File: config.mk
export PLATFORM = sky130hd
export DESIGN_NAME = horizontal_box_blur
export DESIGN_NICKNAME = d
export VERILOG_FILES = /design/src/design/hbb_pkg.sv /design/src/design/hbb_div.sv /design/src/design/horizontal_box_blur.sv
export SDC_FILE = /design/constraint.sdc
export NUM_CORES = 1
export LEC_CHECK = 0
export BUFFER_PORTS_ARGS = -buffer_cell sky130_fd_sc_hd__buf_2
export CAP_MARGIN = 10
export CORE_MARGIN = 5
export CORE_UTILIZATION = 60
export CTS_CLUSTER_DIAMETER = 30
export DETAILED_ROUTE_END_ITERATION = 16
export HOLD_SLACK_MARGIN = 0.05
export PLACE_DENSITY = 0.78
export SLEW_MARGIN = 25
export SYNTH_ARGS = -nofsm -noshare
export SYNTH_HDL_FRONTEND = slang
export SYNTH_SLANG_ARGS = --single-unit
File: constraint.sdc
create_clock -name clk -period 7.2 [get_ports clk]
set_input_delay 0.36 -clock clk [delete_from_list [all_inputs] [get_ports clk]]
set_output_delay 0.36 -clock clk [all_outputs]
set_load 0.01 [all_outputs]
File: src/design/hbb_pkg.sv
// Shared types and constants for the horizontal box blur.
// Used by the top level, the serial divider and the port checker.
`default_nettype none

package hbb_pkg;

  // Sizing of the line and the window
  localparam int MAX_WIDTH    = 1024;
  localparam int MAX_RADIUS   = 10;
  localparam int PIXEL_BITS   = 8;
  localparam int RAD_BITS     = 4;
  localparam int WIN_DEPTH    = 2 * MAX_RADIUS + 1;
  localparam int WIN_IDX_BITS = $clog2(WIN_DEPTH);
  localparam int SPAN_BITS    = $clog2(WIN_DEPTH + 1);
  localparam int COL_BITS     = $clog2(MAX_WIDTH);
  localparam int SUM_BITS     = $clog2(WIN_DEPTH * ((1 << PIXEL_BITS) - 1) + 1);
  localparam int DIV_CNT_BITS = $clog2(SUM_BITS);

  // One input item
  typedef struct packed {
    logic [PIXEL_BITS-1:0] pixel_in;
    logic                  row_end;
  } hbb_in_t;

  // One result item
  typedef struct packed {
    logic [PIXEL_BITS-1:0] blurred;
    logic [COL_BITS-1:0]   centre_column;
    logic                  last_of_row;
  } hbb_out_t;

  // Sequencer states of the top level
  typedef enum logic [1:0] {
    S_IDLE,
    S_DIV,
    S_OUT
  } hbb_state_t;

endpackage

`default_nettype wire

File: src/design/hbb_div.sv
// Restoring divider: one quotient bit per cycle, dividend MSB first.
// Depends on hbb_pkg for the sum and span widths.
`default_nettype none

module hbb_div (
  input  wire logic                         clk,
  input  wire logic                         rst_n,
  input  wire logic                         start,
  input  wire logic [hbb_pkg::SUM_BITS-1:0] dividend,
  input  wire logic [hbb_pkg::SPAN_BITS-1:0] divisor,
  output logic                              done,
  output logic [hbb_pkg::SUM_BITS-1:0]      quotient
);
  import hbb_pkg::*;

  logic                    busy_r;
  logic                    done_r;
  logic [DIV_CNT_BITS-1:0] cnt_r;
  logic [SPAN_BITS-1:0]    div_r;
  logic [SPAN_BITS-1:0]    rem_r;
  logic [SUM_BITS-1:0]     quo_r;

  logic [SPAN_BITS:0]      trial;
  logic                    fits;
  logic [SPAN_BITS:0]      diff;
  logic                    last_step;

  // Shift the next dividend bit into the partial remainder and try the subtract
  always_comb begin
    trial     = {rem_r, quo_r[SUM_BITS-1]};
    fits      = (trial >= {1'b0, div_r});
    diff      = trial - {1'b0, div_r};
    last_step = (cnt_r == DIV_CNT_BITS'(SUM_BITS - 1));
  end

  // Control: run SUM_BITS steps after start, flag the end in the cycle after the last step
  always_ff @(posedge clk) begin
    if (!rst_n) begin
      busy_r <= 1'b0;
      done_r <= 1'b0;
      cnt_r  <= '0;
    end else begin
      done_r <= busy_r && last_step;
      if (start) begin
        busy_r <= 1'b1;
        cnt_r  <= '0;
      end else if (busy_r) begin
        cnt_r <= cnt_r + 1'b1;
        if (last_step) begin
          busy_r <= 1'b0;
        end
      end
    end
  end

  // Datapath: dividend bits leave at the top, quotient bits enter at the bottom
  always_ff @(posedge clk) begin
    if (start) begin
      div_r <= divisor;
      rem_r <= '0;
      quo_r <= dividend;
    end else if (busy_r) begin
      rem_r <= fits ? diff[SPAN_BITS-1:0] : trial[SPAN_BITS-1:0];
      quo_r <= {quo_r[SUM_BITS-2:0], fits};
    end
  end

  assign done     = done_r;
  assign quotient = quo_r;

endmodule

`default_nettype wire

File: src/design/horizontal_box_blur.sv
// Horizontal box blur over streamed greyscale rows.
// Depends on hbb_pkg and the serial divider hbb_div.
//
// Usage:
//   Input channel (in_valid / in_stall / in_data): one pixel per item, in row
//   order, with row_end set on the last pixel of a row. A pixel at column
//   MAX_WIDTH-1 ends the row regardless of row_end.
//   Result channel (out_valid / out_stall / out_data): the truncated mean of
//   the 2*radius+1 pixel window, its centre column and a last-of-row flag.
//   Border columns closer than radius to a row edge give no result.
//   Config channel (cfg_valid / cfg_ready / cfg_data): radius, 1 to 10.
//   Other values are dropped. An accepted write restarts the current row.
// Sequence:
//   A pixel that gives no result is taken while the block stays idle. A pixel
//   that gives a result goes through the window update, then SUM_BITS (13)
//   steps in the one-bit-per-cycle divider, then a step each to collect the
//   quotient and load the output register.
//   in_stall stays high while the divider runs and while a finished result
//   waits for a stalled output register; a result already in the output
//   register does not block the next pixel.
// Reset: synchronous rst_n sets radius to 1, empties the row and the output.
`default_nettype none

module horizontal_box_blur (
  input  wire logic                          clk,
  input  wire logic                          rst_n,
  input  wire logic                          in_valid,
  output logic                               in_stall,
  input  wire hbb_pkg::hbb_in_t              in_data,
  output logic                               out_valid,
  input  wire logic                          out_stall,
  output hbb_pkg::hbb_out_t                  out_data,
  input  wire logic                          cfg_valid,
  output logic                               cfg_ready,
  input  wire logic [hbb_pkg::RAD_BITS-1:0]  cfg_data
);
  import hbb_pkg::*;

  hbb_state_t            state_r, state_nxt;
  logic [RAD_BITS-1:0]   radius_r;
  logic [SUM_BITS-1:0]   sum_r;
  logic [COL_BITS-1:0]   col_r;
  logic [PIXEL_BITS-1:0] win_r [WIN_DEPTH];
  logic [COL_BITS-1:0]   cen_r;
  logic                  last_r;
  logic                  out_valid_r;
  hbb_out_t              out_data_r;

  logic                    in_acc;
  logic                    cfg_acc;
  logic                    cfg_ok;
  logic [SPAN_BITS-1:0]    span;
  logic [WIN_IDX_BITS-1:0] leave_idx;
  logic [COL_BITS-1:0]     span_col;
  logic [COL_BITS-1:0]     two_r_col;
  logic                    row_done;
  logic                    emit;
  logic [PIXEL_BITS-1:0]   leaving;
  logic [SUM_BITS-1:0]     sum_nxt;
  logic                    out_free;
  logic                    div_start;
  logic                    div_done;
  logic [SUM_BITS-1:0]     quotient;

  // Handshakes and window arithmetic
  always_comb begin
    in_acc    = in_valid && !in_stall;
    cfg_acc   = cfg_valid && cfg_ready;
    cfg_ok    = (cfg_data >= RAD_BITS'(1)) && (cfg_data <= RAD_BITS'(MAX_RADIUS));
    span      = {radius_r, 1'b1};
    leave_idx = {radius_r, 1'b0};
    span_col  = {{(COL_BITS-SPAN_BITS){1'b0}}, span};
    two_r_col = {{(COL_BITS-WIN_IDX_BITS){1'b0}}, leave_idx};
    row_done  = in_data.row_end || (col_r >= COL_BITS'(MAX_WIDTH - 1));
    emit      = (col_r >= two_r_col);
    leaving   = (col_r >= span_col) ? win_r[leave_idx] : '0;
    sum_nxt   = sum_r + {{(SUM_BITS-PIXEL_BITS){1'b0}}, in_data.pixel_in}
                      - {{(SUM_BITS-PIXEL_BITS){1'b0}}, leaving};
    out_free  = !out_valid_r || !out_stall;
  end

  // Next state
  always_comb begin
    state_nxt = state_r;
    unique case (state_r)
      S_IDLE: begin
        if (in_acc && emit) begin
          state_nxt = S_DIV;
        end
      end
      S_DIV: begin
        if (div_done) begin
          state_nxt = S_OUT;
        end
      end
      S_OUT: begin
        if (out_free) begin
          state_nxt = S_IDLE;
        end
      end
      default: state_nxt = S_IDLE;
    endcase
  end

  // Sequencer outputs: config takes precedence over a pixel in the same cycle
  always_comb begin
    in_stall  = 1'b1;
    cfg_ready = 1'b0;
    div_start = 1'b0;
    unique case (state_r)
      S_IDLE: begin
        cfg_ready = 1'b1;
        in_stall  = cfg_valid;
        div_start = in_acc && emit;
      end
      S_DIV: begin
        in_stall = 1'b1;
      end
      S_OUT: begin
        in_stall = 1'b1;
      end
      default: in_stall = 1'b1;
    endcase
  end

  // Control registers
  always_ff @(posedge clk) begin
    if (!rst_n) begin
      state_r     <= S_IDLE;
      radius_r    <= RAD_BITS'(1);
      sum_r       <= '0;
      col_r       <= '0;
      out_valid_r <= 1'b0;
    end else begin
      state_r <= state_nxt;
      if (cfg_acc && cfg_ok) begin
        radius_r <= cfg_data;
        sum_r    <= '0;
        col_r    <= '0;
      end else if (in_acc) begin
        if (row_done) begin
          sum_r <= '0;
          col_r <= '0;
        end else begin
          sum_r <= sum_nxt;
          col_r <= col_r + 1'b1;
        end
      end
      if (state_r == S_OUT && out_free) begin
        out_valid_r <= 1'b1;
      end else if (!out_stall) begin
        out_valid_r <= 1'b0;
      end
    end
  end

  // Window shift line and per-item tags
  always_ff @(posedge clk) begin
    if (in_acc) begin
      win_r[0] <= in_data.pixel_in;
      for (int i = 1; i < WIN_DEPTH; i++) begin
        win_r[i] <= win_r[i-1];
      end
      cen_r  <= col_r - {{(COL_BITS-RAD_BITS){1'b0}}, radius_r};
      last_r <= row_done;
    end
  end

  // Output register
  always_ff @(posedge clk) begin
    if (state_r == S_OUT && out_free) begin
      out_data_r.blurred       <= quotient[PIXEL_BITS-1:0];
      out_data_r.centre_column <= cen_r;
      out_data_r.last_of_row   <= last_r;
    end
  end

  // Mean of the window: sum divided by the span, one bit a cycle
  hbb_div u_div (
    .clk      (clk),
    .rst_n    (rst_n),
    .start    (div_start),
    .dividend (sum_nxt),
    .divisor  (span),
    .done     (div_done),
    .quotient (quotient)
  );

  assign out_valid = out_valid_r;
  assign out_data  = out_data_r;

endmodule

`default_nettype wire

==> flow_summary.toml <==
[floorplanning]
placementRows = 48
die_area_mm2 = 0.0205
boundaryPins = 40
die_w_um = 143
chipHeight_um = 143
start_util_pct = 61.2
coreArea_mm2 = 0.0174

[final_layout]
fin_area_mm2 = 0.0126
final_common_cell = "edfxtp_1"
fillers = 1070
final_nets = 846
syn_to_final_growth_pct = 18.6
final_cell_mix = "215 x edfxtp_1, 54 x inv_1, 53 x nor2_1"
antenna_cells = 0
drive_gt1_share_pct = 18.2

[routing]
vias_per_cell = 5.84
antenna_left = 0
drt_iter0_drc = 549
firstDrtPassIters = 5
drc = 0
routed_wirelength_um = 20200
vias = 6110
avgRoutedWirePerCell_um = 19.3

[logic_synthesis]
synth_seq_cells = 260
synth_edf_count = 215
syn-num-nets = 775
ys_seq_area_share_pct = 69.2
synth.area.top_cells = "edfxtp_1 61%, dfxtp_1 8.5%, mux4_2 3.6%, ha_1 3.5%, inv_1 1.9%"
yosysWarnings = 0
syn_avg_cell_area_um2 = 14.8
synthSimpleGateAreaFrac_pct = 7.39
synthDistinctLibCells = 62
synthArstFlopShare_pct = 0
post-synth-top-area-fraction_pct = 60.7
syn_area_mm2 = 0.0106
synth_ff_type = "edfxtp_1"
yosys.area.top_type = "edfxtp_1"
synth-compound-area-share_pct = 7.38
synthCells = 717
synthAdderAreaFrac_pct = 5.41
synth_top_family_by_area = "simple AND/OR/NAND/NOR gates"
synth_xor_area_share_pct = 2.31
synthMuxAreaShare_pct = 5.09

[global_routing]
antenna_found_initial = 0
use_met1_pct = 27.0
use_met2_pct = 34.1
use_met3_pct = 4.15
grt_overflow = 0
grt_max_degree = 115
grtUsageTotal_pct = 20.4
top_usage_layer = "met2"
grt_first_pass_wirelength_um = 32600
grt_pass1_vias = 6287

[setup_path]
cp_common_cell = "a211oi_1"
critPathCaptureType = "flip-flop"
rr_endpoint = "u_div.quotient[10]"
crit_chain = "buf_4 -> mux4_2 -> nor2b_1 -> a211oi_1 -> a211oi_1 -> fa_1 -> inv_1 -> ha_1 -> a21o_1 -> a221oi_2 -> nor2_1 -> o41ai_1 -> xor2_1 -> o21ai_0"
arrival_ns = 4.99
crit_type = "reg2reg"
cp_max_fo = 22
start_kind = "flip-flop"
cpPeakStageDelay_ns = 0.58
slowest_stage = "mux4_2"
r2r_setup_slack_ns = 2.45
cp.required_ns = 7.45
ff2ff_path_depth = 14

[clock_network]
cts_buffers = 42
tritoncts = "yes"
clkSinkCount = 260
cts_max_path_buffers = 3
clkLatencyLatePin_ns = 0.51
cts.htree.levels = 2
clkTransAtPathRegs_ns = 0.06
root_buffer = "clkbuf_16"
postCtsSetupBuffers = 0

[timing]
hold_violations = 0
finalClockSkew_ns = 0.0122
timing.final.crit_share_pct = 65.9
tns_ns = 0
finalCriticalPeriod_ns = 4.75
worstMarginPinSlew_ns = 0.985
setup_violations = 0
rsz0062_at_grt = "false"
slew_headroom_pct = 34.3
fin_ws_ns = 2.45
fmax_mhz = 211
drv_slew = 0

[pwr]
power.leakage_nw = 4.64
power.density_mw_per_mm2 = 333
max-vdd-ir-drop_mv = 0.309

[run_status]
status = "finished clean"

[place]
dpl_cell_area_mm2 = 0.0110
dp.final_hpwl_um = 11900
place_congestion = 0.883
pre_cts_ws_ns = 2.59
io_buffers = 39

[job]
cap_violations = 0

[hold_path]
hold_path_depth = 1
min_to = "win_r[0][0]"
min_path_type = "in2reg"
hp-start = "in_data[1]"
-- state kept, by name, indices dropped and copies added (netlist names), 4 cells and up, named ones only --
signal	flops
out_data	19
u_div.div_r	4
sum_r	13
col_r	10
u_div.cnt_r	4
u_div.rem_r	5
win_r	168
cen_r	10
u_div.quotient	13
radius_r	4
-- worst max path at each step --
stage | endpoint | slack, ns | cells past startpoint
detailed placement | u_div.quotient[10] | 2.59 | 14
CTS | u_div.quotient[10] | 2.44 | 14
finish | u_div.quotient[10] | 2.45 | 14
global route | u_div.quotient[10] | 2.19 | 14
global placement | u_div.quotient[10] | 2.74 | 14
floorplan | sum_r[10] | 0.67 | 5
-- critical path, delay by kind of cell, from the launching register on --
family	cells	cell delay, ns
AND/OR/NAND/NOR	2	0.22
XOR/XNOR	1	0.25
multiplexers	1	0.58
adder cells (fa/ha/maj)	2	0.89
flip-flops	1	0.41
buffers and inverters	2	0.47
AO/OA/AOI/OAI	6	1.64
-- metal layers --
layer,part of all wire [%],up-vias,routed length (um)
met5,0,-,0
met4,2.4,0,488
met3,5.4,48,1080
met2,49,200,9970
met1,43,3048,8620
li1,-,2814,-
-- what timing repair did --
item,CTS,global route
hold buffers,6,1
resized for setup,0,0
hold endpoints to repair,6,1
-- synth_stat cells, types with 4 or more instances --
cell and number:
a211oi_1 16, a21o_1 10, a21oi_1 34, and3_1 4, buf_2 5, clkbuf_1 12, dfxtp_1 45, edfxtp_1 215
fa_1 10, ha_1 30, inv_1 55, mux2i_1 12, mux4_2 17, nand2_1 34, nand2b_1 8, nand3_1 9
nand4_1 6, nor2_1 53, nor2b_1 14, nor3_1 9, o211ai_1 4, o21a_1 5, o21ai_0 25, o31ai_1 4
xnor2_1 13, xor2_1 15
-- layout make-up --
class | count | area [um2] | share of cell area, %
clock buffer | 50 | 1160 | 9.24
multi-input combinational | 378 | 2940 | 23.3
tap | 225 | 282 | 2.23
timing repair buffer | 50 | 299 | 2.37
inverter | 56 | 218 | 1.73
clock inverter | 28 | 347 | 2.75
sequential | 260 | 7360 | 58.3
-- per-stage QoR --
stage	hold WS (ns)	power, mW	std cells	util, %
final	0.0849	4.20	1047	72.6
after global routing	0.0706	4.36	1047	72.6
after CTS	0.0567	4.23	1046	72.5
after detailed placement	0.405	2.13	962	63.5
after global placement	0.401	2.11	962	63.5
after floorplan	0.400	2.05	717	-
-- report_power, final --
group	total, mW	switching [mW]	internal, mW
registers	1.76	0.0448	1.72
logic	0.354	0.206	0.148
clock network	2.09	0.727	1.36
total	4.20	0.978	3.23
-- kinds of logic after synthesis --
| kind of cell | count (synthesis) |
|---|---|
| AOI/OAI and AO/OA | 118 |
| xor gates and xnor gates | 28 |
| adders and majority gates | 40 |
| buffers and inverters | 79 |
| DFF | 260 |
| muxes | 32 |
| and+or+nand+nor | 160 |
No activity file was read; power rests on OpenSTA's default activity.
